File: src/design/mjt_pkg.sv
package mjt_pkg;

   localparam int WORD_BITS = 64;
   localparam int PROD_BITS = 128;
   localparam int MAG_BITS = 63;
   localparam int SHIFT_BITS = 5;

   localparam int DIV_BITS = 16;
   localparam int QUO_BITS = 30;
   localparam int DIV_CNT_BITS = 5;

   localparam int CSR_INDEX_BITS = 3;
   localparam int CSR_DATA_BITS = 32;

   localparam logic [CSR_INDEX_BITS-1:0] CSR_STEPS_PER_MOVE = 3'd0;
   localparam logic [CSR_INDEX_BITS-1:0] CSR_INVERSE_PERIOD = 3'd1;
   localparam logic [CSR_INDEX_BITS-1:0] CSR_INERTIA_GAIN   = 3'd2;
   localparam logic [CSR_INDEX_BITS-1:0] CSR_POSITION_GAIN  = 3'd3;
   localparam logic [CSR_INDEX_BITS-1:0] CSR_VELOCITY_GAIN  = 3'd4;

   localparam logic [SHIFT_BITS-1:0] SH_Q30  = 5'd30;
   localparam logic [SHIFT_BITS-1:0] SH_Q16  = 5'd16;
   localparam logic [SHIFT_BITS-1:0] SH_GOAL = 5'd28;
   localparam logic [SHIFT_BITS-1:0] SH_T15  = 5'd3;

   localparam logic [WORD_BITS-1:0] PROD_LIMIT = 64'h1000_0000_0000_0000;
   localparam logic signed [WORD_BITS-1:0] DEG_TO_RAD = 64'sd74961321;
   localparam logic signed [WORD_BITS-1:0] HALF_Q30 = 64'sd536870912;
   localparam logic signed [WORD_BITS-1:0] EIGHTH_Q30 = 64'sd134217728;
   localparam logic [QUO_BITS:0] ONE_Q30 = 31'h4000_0000;

   typedef struct packed {
      logic                  start;
      logic [SHIFT_BITS-1:0] shamt;
   } mul_ctrl_type;

   function automatic logic signed [31:0] sat32(input logic signed [WORD_BITS-1:0] x);
      logic signed [31:0] r;
      if (x > 64'sd2147483647) begin
         r = 32'sh7FFF_FFFF;
      end else if (x < -64'sd2147483648) begin
         r = 32'sh8000_0000;
      end else begin
         r = x[31:0];
      end
      return r;
   endfunction

endpackage

File: src/design/mjt_div.sv
module mjt_div (
   input  logic                                clock,
   input  logic                                reset,
   input  logic                                start,
   input  logic [mjt_pkg::DIV_BITS-1:0]        num,
   input  logic [mjt_pkg::DIV_BITS-1:0]        den,
   output logic                                done,
   output logic [mjt_pkg::QUO_BITS-1:0]        quotient
);

   logic                               busy_ff, busy_in;
   logic                               done_ff, done_in;
   logic [mjt_pkg::DIV_BITS:0]         rem_ff, rem_in;
   logic [mjt_pkg::QUO_BITS-1:0]       quo_ff, quo_in;
   logic [mjt_pkg::DIV_CNT_BITS-1:0]   cnt_ff, cnt_in;
   logic [mjt_pkg::DIV_BITS:0]         rem_sh;

   always_comb begin
      busy_in = busy_ff;
      done_in = 1'b0;
      rem_in = rem_ff;
      quo_in = quo_ff;
      cnt_in = cnt_ff;
      rem_sh = {rem_ff[mjt_pkg::DIV_BITS-1:0], 1'b0};
      if (start) begin
         busy_in = 1'b1;
         rem_in = {1'b0, num};
         cnt_in = '0;
      end else if (busy_ff) begin
         if (rem_sh >= {1'b0, den}) begin
            rem_in = rem_sh - {1'b0, den};
            quo_in = {quo_ff[mjt_pkg::QUO_BITS-2:0], 1'b1};
         end else begin
            rem_in = rem_sh;
            quo_in = {quo_ff[mjt_pkg::QUO_BITS-2:0], 1'b0};
         end
         cnt_in = cnt_ff + 1'b1;
         if (cnt_ff == mjt_pkg::DIV_CNT_BITS'(mjt_pkg::QUO_BITS - 1)) begin
            busy_in = 1'b0;
            done_in = 1'b1;
         end
      end
   end

   always_ff @(posedge clock) begin
      if (reset) begin
         busy_ff <= 1'b0;
         done_ff <= 1'b0;
         cnt_ff <= '0;
      end else begin
         busy_ff <= busy_in;
         done_ff <= done_in;
         cnt_ff <= cnt_in;
      end
      rem_ff <= rem_in;
      quo_ff <= quo_in;
   end

   assign done = done_ff;
   assign quotient = quo_ff;

endmodule

File: config.mk
export PLATFORM = sky130hd
export DESIGN_NAME = mjt_div
export DESIGN_NICKNAME = d
export VERILOG_FILES = /design/src/design/mjt_pkg.sv /design/src/design/mjt_div.sv
export SDC_FILE = /design/constraint.sdc
export NUM_CORES = 1
export LEC_CHECK = 0
export ABC_CLOCK_PERIOD_IN_PS = 7500
export BUFFER_PORTS_ARGS = -buffer_cell sky130_fd_sc_hd__buf_2
export CAP_MARGIN = 30
export CORE_MARGIN = 3
export CORE_UTILIZATION = 40
export CTS_BUF_LIST = sky130_fd_sc_hd__clkbuf_2
export CTS_CLUSTER_DIAMETER = 80
export DETAILED_ROUTE_END_ITERATION = 10
export PLACE_DENSITY = 0.6
export SYNTH_ARGS = -nofsm -noshare
export SYNTH_HDL_FRONTEND = slang
export SYNTH_SLANG_ARGS = --single-unit
File: constraint.sdc
create_clock -name clock -period 7.5 [get_ports clock]
set_clock_uncertainty 0.05 [all_clocks]
set_input_delay 0.375 -clock clock [delete_from_list [all_inputs] [get_ports clock]]
set_output_delay 0.375 -clock clock [all_outputs]
set_load 0.03 [all_outputs]
==> results.md, run 1 <==
* Max-Cap Viols at 0
* Worst Path Arrival at 2940 ps
* Leakage Power at 1.48 nW
* Initial DRC Count at between 100 and 150
* Die Y at 91.3 µm
* ANT cells at 0
* Layout cells sized above 1 at 25.7%
* Worst slew margin at 48.5%
* Ports at between 60 and 70
* Share of async-settable or async-resettable flops after synthesis at 0%
* Crit path kind: flop to flop
* Synth cell types at 43
* Drt first pass iters at 4
* Buffers on Ports at 65
* Commonest non-fill, non-tap cells in the layout: buf_2, edfxtp_1, nor2_1
* Status: finished, final reports clean
* Crit path max fanout at 19
* Fmax achieved at approximately 360 MHz
* Fin crit share at 36.8%
* Number of global-route vias before repair at 2,037
* Ranking of synthesized cells by area: edfxtp_1, ha_1, dfxtp_1, nor2_1, xnor2_1
* CP Launch Type: flop
* Area delta synth->final at 17.3%
* Post-DP HPWL at 4390 µm
* Gate Count Post-Synth at 266
* Number of fill cells in the layout at between 600 and 700
* Max Buffers Root-to-Sink at 2
* Reg clk slew, reported paths at 290 ps
* GP Congestion at around 0.9
* Worst slew pin tran at ~770 ps
* Pwr dens at roughly 260 mW/mm²
* PostCTS Resize Cnt at 0
* CTS tree: done
* Yosys warning count at 0
* Sequential fraction of the synthesis area at 52.2%
* Mapped cell area at 0.00291 mm²
* Vias at 2,133
* NumNets Final at 387
* Register bit total from synthesis at 53
* EDFF count, synth at 46
* Largest net degree at the start of global routing at 31
* Primary FF master, synth: edfxtp_1
* First-pass GRT wire length at roughly 9800 µm
* Post-route DRC at 0
* Rows at 30
* GRT Util Overall at 14.5%
* Initial Util at between 40% and 50%
* Commonest non-fill, non-tap cell in the layout: buf_2
* Pwr Total at 0.878 mW
* Clock insertion delay at the later pin of the skew report at ~440 ps
* Die X at 91.3 µm
* Routed WL at 6030 µm
* Worst setup EP type: flop
* Unrepaired setup endpoints after global routing: false
* Vias per cell at roughly 5
* Die area at between 0.008 and 0.009 mm²
* Cell taking the most area after synthesis: edfxtp_1
* Setup TNS at 0 ps
* CTS buffer count at 5
* WL/cell at 14.0 µm
* Fin. Hold Viols at 0
* CTS Root Buffer Type: clkbuf_2
* Global route overflow at 0
* Min Tclk post-route at 2760 ps
* Core Region at 0.00694 mm²
* Critical Path RT at 7670 ps
* Pins Over Slew Limit at 0
* Post-route ant nets at 0
* H-tree depth at 2
* CTS sink cnt at 53
* Initial antenna violation count at 0
* Hold Path Class: input pin to flop
* Post-synth top area share at 47.4%
* Maximum VDD drop at around 0.087 mV
* Average size of a mapped cell at between 10 and 15 µm²
* Setup violators final at 0
* Synthesized net count at 320
-- worst paths after layout --
kind / start / to / slack (ps) / cells after the start
setup / recovery: rem_ff[13] / rem_ff[14] / 4740 / 7
hold / removal: num[0] / rem_ff[0] / 140 / 3
setup reg to reg: rem_ff[13] / rem_ff[14] / 4740 / 7
hold reg to reg: quotient[26] / quotient[27] / 430 / 0
-- worst max-delay path, stage by stage, from the launching register on --
cell and delay (ps):
edfxtp_1 470, ha_1 380, a21o_1 200, a211oi_1 400, o211ai_2 330, buf_8 260
and2_4 180, a221o_1 310
-- cell families after synthesis --
logic type | after synthesis | share of synthesized area (%)
xor+xnor | 17 | 5.11
simple gates | 78 | 12.4
buf+inv | 31 | 4.51
fa+ha+maj | 19 | 8.42
mux | 5 | 1.72
flops | 53 | 52.2
compound gates | 63 | 15.6
-- sequential cells by signal, indices dropped and copies added, names as in the netlist --
| register | flops |
|---|---|
| quotient | 30 |
| rem_ff | 16 |
| cnt_ff | 5 |
| busy_ff | 1 |
| done | 1 |
-- stage by stage --
stage / instance area (µm²) / hold slack, ps / utilization [%] / instances / setup WS [ps]
5_1_grt: 3420 / 123 / 49.2 / 430 / 4660
2_1_floorplan: 2910 / 397 / - / 266 / 4970
3_3_place_gp: 3320 / 373 / 47.9 / 420 / 4560
4_1_cts: 3410 / 4.83 / 49.1 / 429 / 4760
3_5_place_dp: 3340 / 380 / 48.1 / 421 / 4710
6_report: 3420 / 143 / 49.2 / 430 / 4740
-- synthesized netlist by cell type, types with 3 or more instances --
master / instances
inv_1: 23
o41ai_1: 3
nand2_1: 21
mux2i_1: 5
a221o_1: 4
xnor2_1: 10
nand4_1: 6
xor2_1: 7
a31o_1: 3
nand2b_1: 5
ha_1: 18
nand3_1: 4
clkbuf_1: 6
a21o_1: 4
a21oi_2: 3
edfxtp_1: 46
o21ai_1: 9
nor3_1: 4
nor3b_1: 3
dfxtp_1: 7
nor2_1: 28
o21ai_0: 4
a21oi_1: 16
-- cell type report --
type	count	area (µm²)	area share, %
Sequential cell	53	1520	44.5
Multi-Input combinational cell	182	1260	36.9
Timing Repair Buffer	68	358	10.5
Tap cell	96	120	3.52
Inverter	23	86.3	2.53
Clock inverter	2	38.8	1.14
Clock buffer	6	30.0	0.879
-- timing repair --
item | 4_1_cts | 5_1_grt
buffers inserted | 0 | 0
hold endpoints to repair | 0 | 1
hold buffers | 0 | 1
-- routing by layer --
layer	routed length (µm)	track usage, %
met1	3030	20.7
met5	0	0
met4	21	2.64
met3	261	3.31
met2	2710	22.6
-- power breakdown --
| part | total [mW] | internal [mW] | switching [mW] |
|---|---|---|---|
| registers | 0.379 | 0.362 | 0.0174 |
| logic | 0.347 | 0.150 | 0.196 |
| clock network | 0.152 | 0.0585 | 0.0934 |
| total | 0.878 | 0.570 | 0.307 |
No activity file was read; power rests on OpenSTA's default activity.
==> run 2, diff against run 1 <==
--- a/config.mk
+++ b/config.mk
@@ -5,7 +5,7 @@
 export SDC_FILE = /design/constraint.sdc
 export NUM_CORES = 1
 export LEC_CHECK = 0
-export ABC_CLOCK_PERIOD_IN_PS = 7500
+export ABC_CLOCK_PERIOD_IN_PS = 2750
 export BUFFER_PORTS_ARGS = -buffer_cell sky130_fd_sc_hd__buf_2
 export CAP_MARGIN = 30
 export CORE_MARGIN = 3
==> constraint.sdc (replaced) <==
create_clock -name clock -period 2.75 [get_ports clock]
set_clock_uncertainty 0.05 [all_clocks]
set_input_delay 0.1375 -clock clock [delete_from_list [all_inputs] [get_ports clock]]
set_output_delay 0.1375 -clock clock [all_outputs]
set_load 0.03 [all_outputs]
==> run 2 against run 1 <==
Net effect:
- final cell count increased by 4.0%
- largest cell class unchanged
- register-to-register slack lost 4500 ps
- clock-buffer cell count did not move
- global-route usage up 0.50 points
- combinational power increased to 2.8 times the previous value
- power grew to 2.8 times the previous value
- utilization rose by 2.6 points
- critical path depth unchanged
- maximum frequency increased by 8.8%
- sequential power grew to 2.7 times the previous value
- largest power group unchanged
- sequential cell count is the same
==> results.md, run 2 (synthesized netlist as in run 1, its figures left out) <==
* WL/cell at 13.8 µm (was 14.0 µm)
* H-tree depth at 2 (unchanged)
* ANT cells at 0 (unchanged)
* GP Congestion at 0.863 (was 0.897)
* Worst hold stages at 4 (was 3)
* Worst slew pin tran at 790 ps (was 771 ps)
* R2r worst-path depth at 7 (unchanged)
* Fmax achieved at 394 MHz (was 362 MHz)
* Initial DRC Count at 97 (was 116)
* Min Tclk post-route at 2540 ps (was 2760 ps)
* Die Y at 91.3 µm (unchanged)
* Global route overflow at 0 (unchanged)
* DP Area at 0.00335 mm² (was 0.00334 mm²)
* Largest net degree at the start of global routing at 31 (unchanged)
* Crit path max fanout at 11 (was 19)
* Crit path kind: flop to flop (unchanged)
* Post-route ant nets at 0 (unchanged)
* Initial Util at 41.9% (unchanged)
* RR Startpoint: rem_ff[0] (was rem_ff[13])
* Worst Path Arrival at 2700 ps (was 2940 ps)
* Hold Path Class: input pin to flop (unchanged)
* Largest register FFs at 30 (unchanged)
* Total setup buffers inserted after CTS at 0 (unchanged)
* Worst slew margin at 47.2% (was 48.5%)
* Max Buffers Root-to-Sink at 2 (unchanged)
* Status: finished, final reports clean (unchanged)
* Min-delay src: num[10] (was num[0])
* Pwr Total at 2.44 mW (was 0.878 mW)
* Crit path cell chain: ha_1 -> nor2b_1 -> o31a_1 -> o21ai_1 -> o211ai_4 -> and2_4 -> a221o_1 (was ha_1 -> a21o_1 -> a211oi_1 -> o211ai_2 -> buf_8 -> and2_4 -> a221o_1)
* Reg2Reg Capture Point: rem_ff[13] (was rem_ff[14])
* Post-DP HPWL at 4410 µm (was 4390 µm)
* NumNets Final at 404 (was 387)
* Pins Over Slew Limit at 0 (unchanged)
* Buffers on Ports at 65 (unchanged)
* Area delta synth->final at 23.5% (was 17.3%)
* Clock insertion delay at the later pin of the skew report at 450 ps (was 440 ps)
* Commonest non-fill, non-tap cell in the layout: buf_2 (unchanged)
* Worst setup EP type: flop (unchanged)
* Max-Cap Viols at 0 (unchanged)
* Drt first pass iters at 4 (unchanged)
* CP Launch Type: flop (unchanged)
* Unrepaired setup endpoints after global routing: false (unchanged)
* Layout cells sized above 1 at 24.8% (was 25.7%)
* Number of fill cells in the layout at 660 (was 673)
* First-pass GRT wire length at 10,100 µm (was 9830 µm)
* Setup crit start: rem_ff[0] (was rem_ff[13])
* CTS tree: done (unchanged)
* GRT Util Overall at 15.0% (was 14.5%)
* Initial antenna violation count at 0 (unchanged)
* Worst setup endpoint: rem_ff[13] (was rem_ff[14])
* Die area at 0.00834 mm² (unchanged)
* Vias at 2,220 (was 2,133)
* Pwr dens at 677 mW/mm² (was 257 mW/mm²)
* Vias per cell at 4.97 (was 4.96)
* Critical Path Max Stage Delay at 490 ps (was 470 ps)
* Finished Cell Area at 0.00360 mm² (was 0.00342 mm²)
* CTS Root Buffer Type: clkbuf_2 (unchanged)
* Die X at 91.3 µm (unchanged)
* Rows at 30 (unchanged)
* Maximum VDD drop at 0.242 mV (was 0.0873 mV)
* Cell at the slowest stage of the critical path: edfxtp_1 (unchanged)
* Reg clk slew, reported paths at 300 ps (was 290 ps)
* CTS buffer count at 5 (unchanged)
* Post-route DRC at 0 (unchanged)
* Number of global-route vias before repair at 2,130 (was 2,037)
* Core Region at 0.00694 mm² (unchanged)
* Critical Path RT at 2910 ps (was 7670 ps)
* Reg-to-reg slack, setup at 210 ps (was 4740 ps)
* Leakage Power at 1.55 nW (was 1.48 nW)
* Routed WL at 6180 µm (was 6030 µm)
* Commonest non-fill, non-tap cells in the layout: buf_2, edfxtp_1, nor2_1 (unchanged)
* CTS sink cnt at 53 (unchanged)
* Fin. Hold Viols at 0 (unchanged)
* Ports at 66 (unchanged)
* Setup TNS at 0 ps (unchanged)
* Fin crit share at 92.4% (was 36.8%)
* Setup violators final at 0 (unchanged)
-- run 2: changes by cell type in the layout (fill, tap and decap cells not counted), sizes merged --
cell and delta:
dlygate4sd3 +16, buf +1
-- run 2: worst min path at each step --
| stage | endpoint | slack (ps) |
|---|---|---|
| CTS | rem_ff[10] | 20 |
| detailed placement | busy_ff | 270 |
| floorplan | busy_ff | 160 |
| global placement | busy_ff | 260 |
| global route | rem_ff[10] | 30 |
| finish | rem_ff[10] | 40 |
-- run 2: repair_timing --
action,in CTS,in global routing
hold buffers,17,0
setup endpoints to repair,0,1
hold endpoints to repair,22,0
resized for setup,0,1
-- run 2: cell type report --
cell class | instances | area [µm²] | area share (%)
Inverter | 23 | 86.3 | 2.40
Sequential cell | 53 | 1520 | 42.3
Tap cell | 96 | 120 | 3.34
Clock inverter | 2 | 38.8 | 1.08
Timing Repair Buffer | 85 | 531 | 14.7
Multi-Input combinational cell | 182 | 1270 | 35.3
Clock buffer | 6 | 30.0 | 0.834
-- run 2: per-layer routing --
layer	wire (µm)	track usage [%]	vias up
li1	-	-	1135
met1	3100	21.2	1024
met2	2820	24.2	54
met3	219	2.82	7
met4	44	2.64	0
met5	0	0	-
-- run 2: stage by stage --
stage	setup WS, ps	instances	utilization, %	hold slack [ps]
floorplan	360	266	-	160
global placement	210	422	48.3	258
detailed placement	227	422	48.3	268
CTS	158	447	51.7	18.2
global route	90.2	447	51.8	25.4
finish	210	447	51.8	42.6
-- run 2: power by group --
| part | switching (mW) | internal, mW |
|---|---|---|
| Combinational | 0.550 | 0.436 |
| Sequential | 0.0450 | 0.986 |
| Clock | 0.258 | 0.159 |
| Total | 0.854 | 1.58 |
-- run 2: worst max-delay path: cells and delay by family, from the launching register on --
family,cells,cell delay [ps]
flops,1,490
compound gates,4,1040
fa+ha+maj,1,310
simple gates,2,390
==> run 3, diff against run 2 <==
--- a/config.mk
+++ b/config.mk
@@ -14,6 +14,7 @@
 export CTS_CLUSTER_DIAMETER = 80
 export DETAILED_ROUTE_END_ITERATION = 10
 export PLACE_DENSITY = 0.6
+export SETUP_SLACK_MARGIN = 0.4
 export SYNTH_ARGS = -nofsm -noshare
 export SYNTH_HDL_FRONTEND = slang
 export SYNTH_SLANG_ARGS = --single-unit
==> run 3 against run 2 <==
Net effect:
- final cell count is 3.4% higher
- routed wire length is 8.1% higher
- register-to-register slack better by 180 ps
- via count is 5.0% higher
- clock-buffer cell count is 1 lower
- non-clock buffer count is 15 higher
- sequential cell count stayed put
- worst hold slack worse by 28 ps
- power is 8.2% higher
==> results.md, run 3 (synthesized netlist as in run 1, its figures left out) <==
* Final Non-Filler Cells at 462 (was 447)
* Leakage Power at 1.63 nW (was 1.55 nW)
* CTS tree: done (unchanged)
* Crit path kind: flop to flop (unchanged)
* Setup violators final at 0 (unchanged)
* Worst slew margin at 70.2% (was 47.2%)
* Fin. Hold Viols at 0 (unchanged)
* H-tree depth at 2 (unchanged)
* DP Cell Count at 425 (was 422)
* Rows at 30 (unchanged)
* Initial Util at 41.9% (unchanged)
* Core Region at 0.00694 mm² (unchanged)
* Critical Path RT at 2960 ps (was 2910 ps)
* Worst hold slack at 14.5 ps (was 42.6 ps)
* Die X at 91.3 µm (unchanged)
* Critical Path Max Stage Delay at 500 ps (was 490 ps)
* Maximum VDD drop at 0.301 mV (was 0.242 mV)
* Layout cells sized above 1 at 36.1% (was 24.8%)
* Global route overflow at 0 (unchanged)
* First-pass GRT wire length at 10,900 µm (was 10,100 µm)
* Commonest non-fill, non-tap cell in the layout: buf_2 (unchanged)
* Sw Pwr at 0.967 mW (was 0.854 mW)
* Worst setup margin at 391 ps (was 210 ps)
* Worst Path Buf+Inv at 1 (was 0)
* Pwr dens at 667 mW/mm² (was 677 mW/mm²)
* CTS Root Buffer Type: clkbuf_2 (unchanged)
* Initial DRC Count at 92 (was 97)
* Pwr Total at 2.64 mW (was 2.44 mW)
* GRT Util Overall at 16.0% (was 15.0%)
* Routed WL at 6680 µm (was 6180 µm)
* Worst setup EP type: flop (unchanged)
* Share of power burned in registers at 40.1% (was 42.3%)
* Clock insertion delay at the later pin of the skew report at 450 ps (about the same)
* Post-route DRC at 0 (unchanged)
* Largest register FFs at 30 (unchanged)
* CTS buffer count at 5 (unchanged)
* Area delta synth->final at 35.6% (was 23.5%)
* Met2 Routed Length at 3200 µm (was 2820 µm)
* Status: finished, final reports clean (unchanged)
* Reg-to-reg slack, setup at 390 ps (was 210 ps)
* Storage cell area at 0.00152 mm² (unchanged)
* Clock power share at 13.0% (was 17.2%)
* Util after Layout at 56.9% (was 51.8%)
* Pins Over Slew Limit at 0 (unchanged)
* NumNets Final at 419 (was 404)
* Initial antenna violation count at 0 (unchanged)
* Delay-heaviest family, CP: compound AO/OA/AOI/OAI gates (unchanged)
* Worst slew pin tran at 442 ps (was 790 ps)
* Commonest non-fill, non-tap cells in the layout: buf_2, edfxtp_1, nor2_1 (unchanged)
* Fin crit share at 85.8% (was 92.4%)
* Min Tclk post-route at 2360 ps (was 2540 ps)
* Ports at 66 (unchanged)
* Vias per cell at 5.05 (was 4.97)
* Max-Cap Viols at 0 (unchanged)
* WL/cell at 14.5 µm (was 13.8 µm)
* Die Y at 91.3 µm (unchanged)
* Post-DP HPWL at 4570 µm (was 4410 µm)
* Crit path cell chain: inv_2 -> fa_2 -> nand2b_4 -> a21oi_4 -> o21ba_4 -> o21ai_2 -> a211o_1 -> a221o_1 (was ha_1 -> nor2b_1 -> o31a_1 -> o21ai_1 -> o211ai_4 -> and2_4 -> a221o_1)
* Finished Cell Area at 0.00395 mm² (was 0.00360 mm²)
* Crit path max fanout at 4 (was 11)
* Vias at 2,332 (was 2,220)
* Pre-CTS setup slack at 310 ps (was 227 ps)
* Metal1 wirelength at 3020 µm (was 3100 µm)
* Number of global-route vias before repair at 2,272 (was 2,130)
* Buffers on Ports at 65 (unchanged)
* CP Launch Type: flop (unchanged)
* Fmax achieved at 424 MHz (was 394 MHz)
* GP Congestion at 0.902 (was 0.863)
* Setup TNS at 0 ps (unchanged)
* Net Sw Frac at 36.7% (was 35.1%)
* Unrepaired setup endpoints after global routing: true (was false)
* Post-route ant nets at 0 (unchanged)
* Max Buffers Root-to-Sink at 2 (unchanged)
* DP Area at 0.00336 mm² (was 0.00335 mm²)
* Number of fill cells in the layout at 625 (was 660)
* Drt first pass iters at 4 (unchanged)
* Logic pwr share at 46.9% (was 40.5%)
* Largest net degree at the start of global routing at 31 (unchanged)
* Hold Path Class: input pin to flop (unchanged)
* Area occupied by multi-input gates at 0.00153 mm² (was 0.00127 mm²)
* Worst Path Arrival at 2570 ps (was 2700 ps)
* Die area at 0.00834 mm² (unchanged)
* ANT cells at 0 (unchanged)
* Cell at the slowest stage of the critical path: edfxtp_1 (unchanged)
* CTS sink cnt at 53 (unchanged)
* Highest Signal Layer: met4 (unchanged)
* Met3 wire len at 361 µm (was 219 µm)
* Internal Power at 1.67 mW (was 1.58 mW)
* Reg clk slew, reported paths at 290 ps (was 300 ps)
-- run 3: cell types whose count changed in the layout (fill, tap and decap cells not counted), sizes merged --
cell and change:
buf +16, bufinv -1, clkbuf -1, clkinv -1
clkinvlp +2, dlygate4sd3 -1, inv +1
-- run 3: path summary, 6_finish.rpt --
| check | start | endpoint | cells after the start |
|---|---|---|---|
| min reg2reg | quotient[11] | quotient[12] | 0 |
| min | num[12] | rem_ff[12] | 4 |
| max | rem_ff[0] | rem_ff[14] | 8 |
| max reg2reg | rem_ff[0] | rem_ff[14] | 8 |
-- run 3: tightest hold or removal path, stage by stage --
cell and delay, ps:
buf_2 80, nand2_1 40, o21ai_1 60, a21o_1 110
-- run 3: power by group through the flow --
stage                     Clock [mW]  Sequential (mW)  Combinational, mW
after global placement             0             1.05              0.945
after CTS                      0.359             1.05               1.08
after floorplan                    0             1.07              0.734
after global routing           0.385             1.07               1.36
final                          0.343             1.06               1.24
after detailed placement           0             1.05              0.948
-- run 3: timing repair --
| action | 4_1_cts | 5_1_grt |
|---|---|---|
| buffers inserted | 4 | 9 |
| gates resized for setup | 24 | 22 |
| hold endpoints to repair | 22 | 0 |
| pin swaps | 5 | 12 |
| hold buffers | 16 | 0 |
| setup endpoints to repair | 11 | 15 |
-- run 3: layout make-up --
type	count	area share, %
Sequential cell	53	38.5
Clock buffer	5	0.634
Multi-Input combinational cell	182	38.8
Clock inverter	3	0.665
Inverter	23	2.19
Timing Repair Buffer	100	16.2
Tap cell	96	3.04
-- run 3: layer usage --
metal / track usage (%) / vias up
li1: - / 1164
met1: 21.5 / 1091
met2: 27.2 / 68
met3: 2.90 / 9
met4: 3.02 / 0
met5: 0 / -
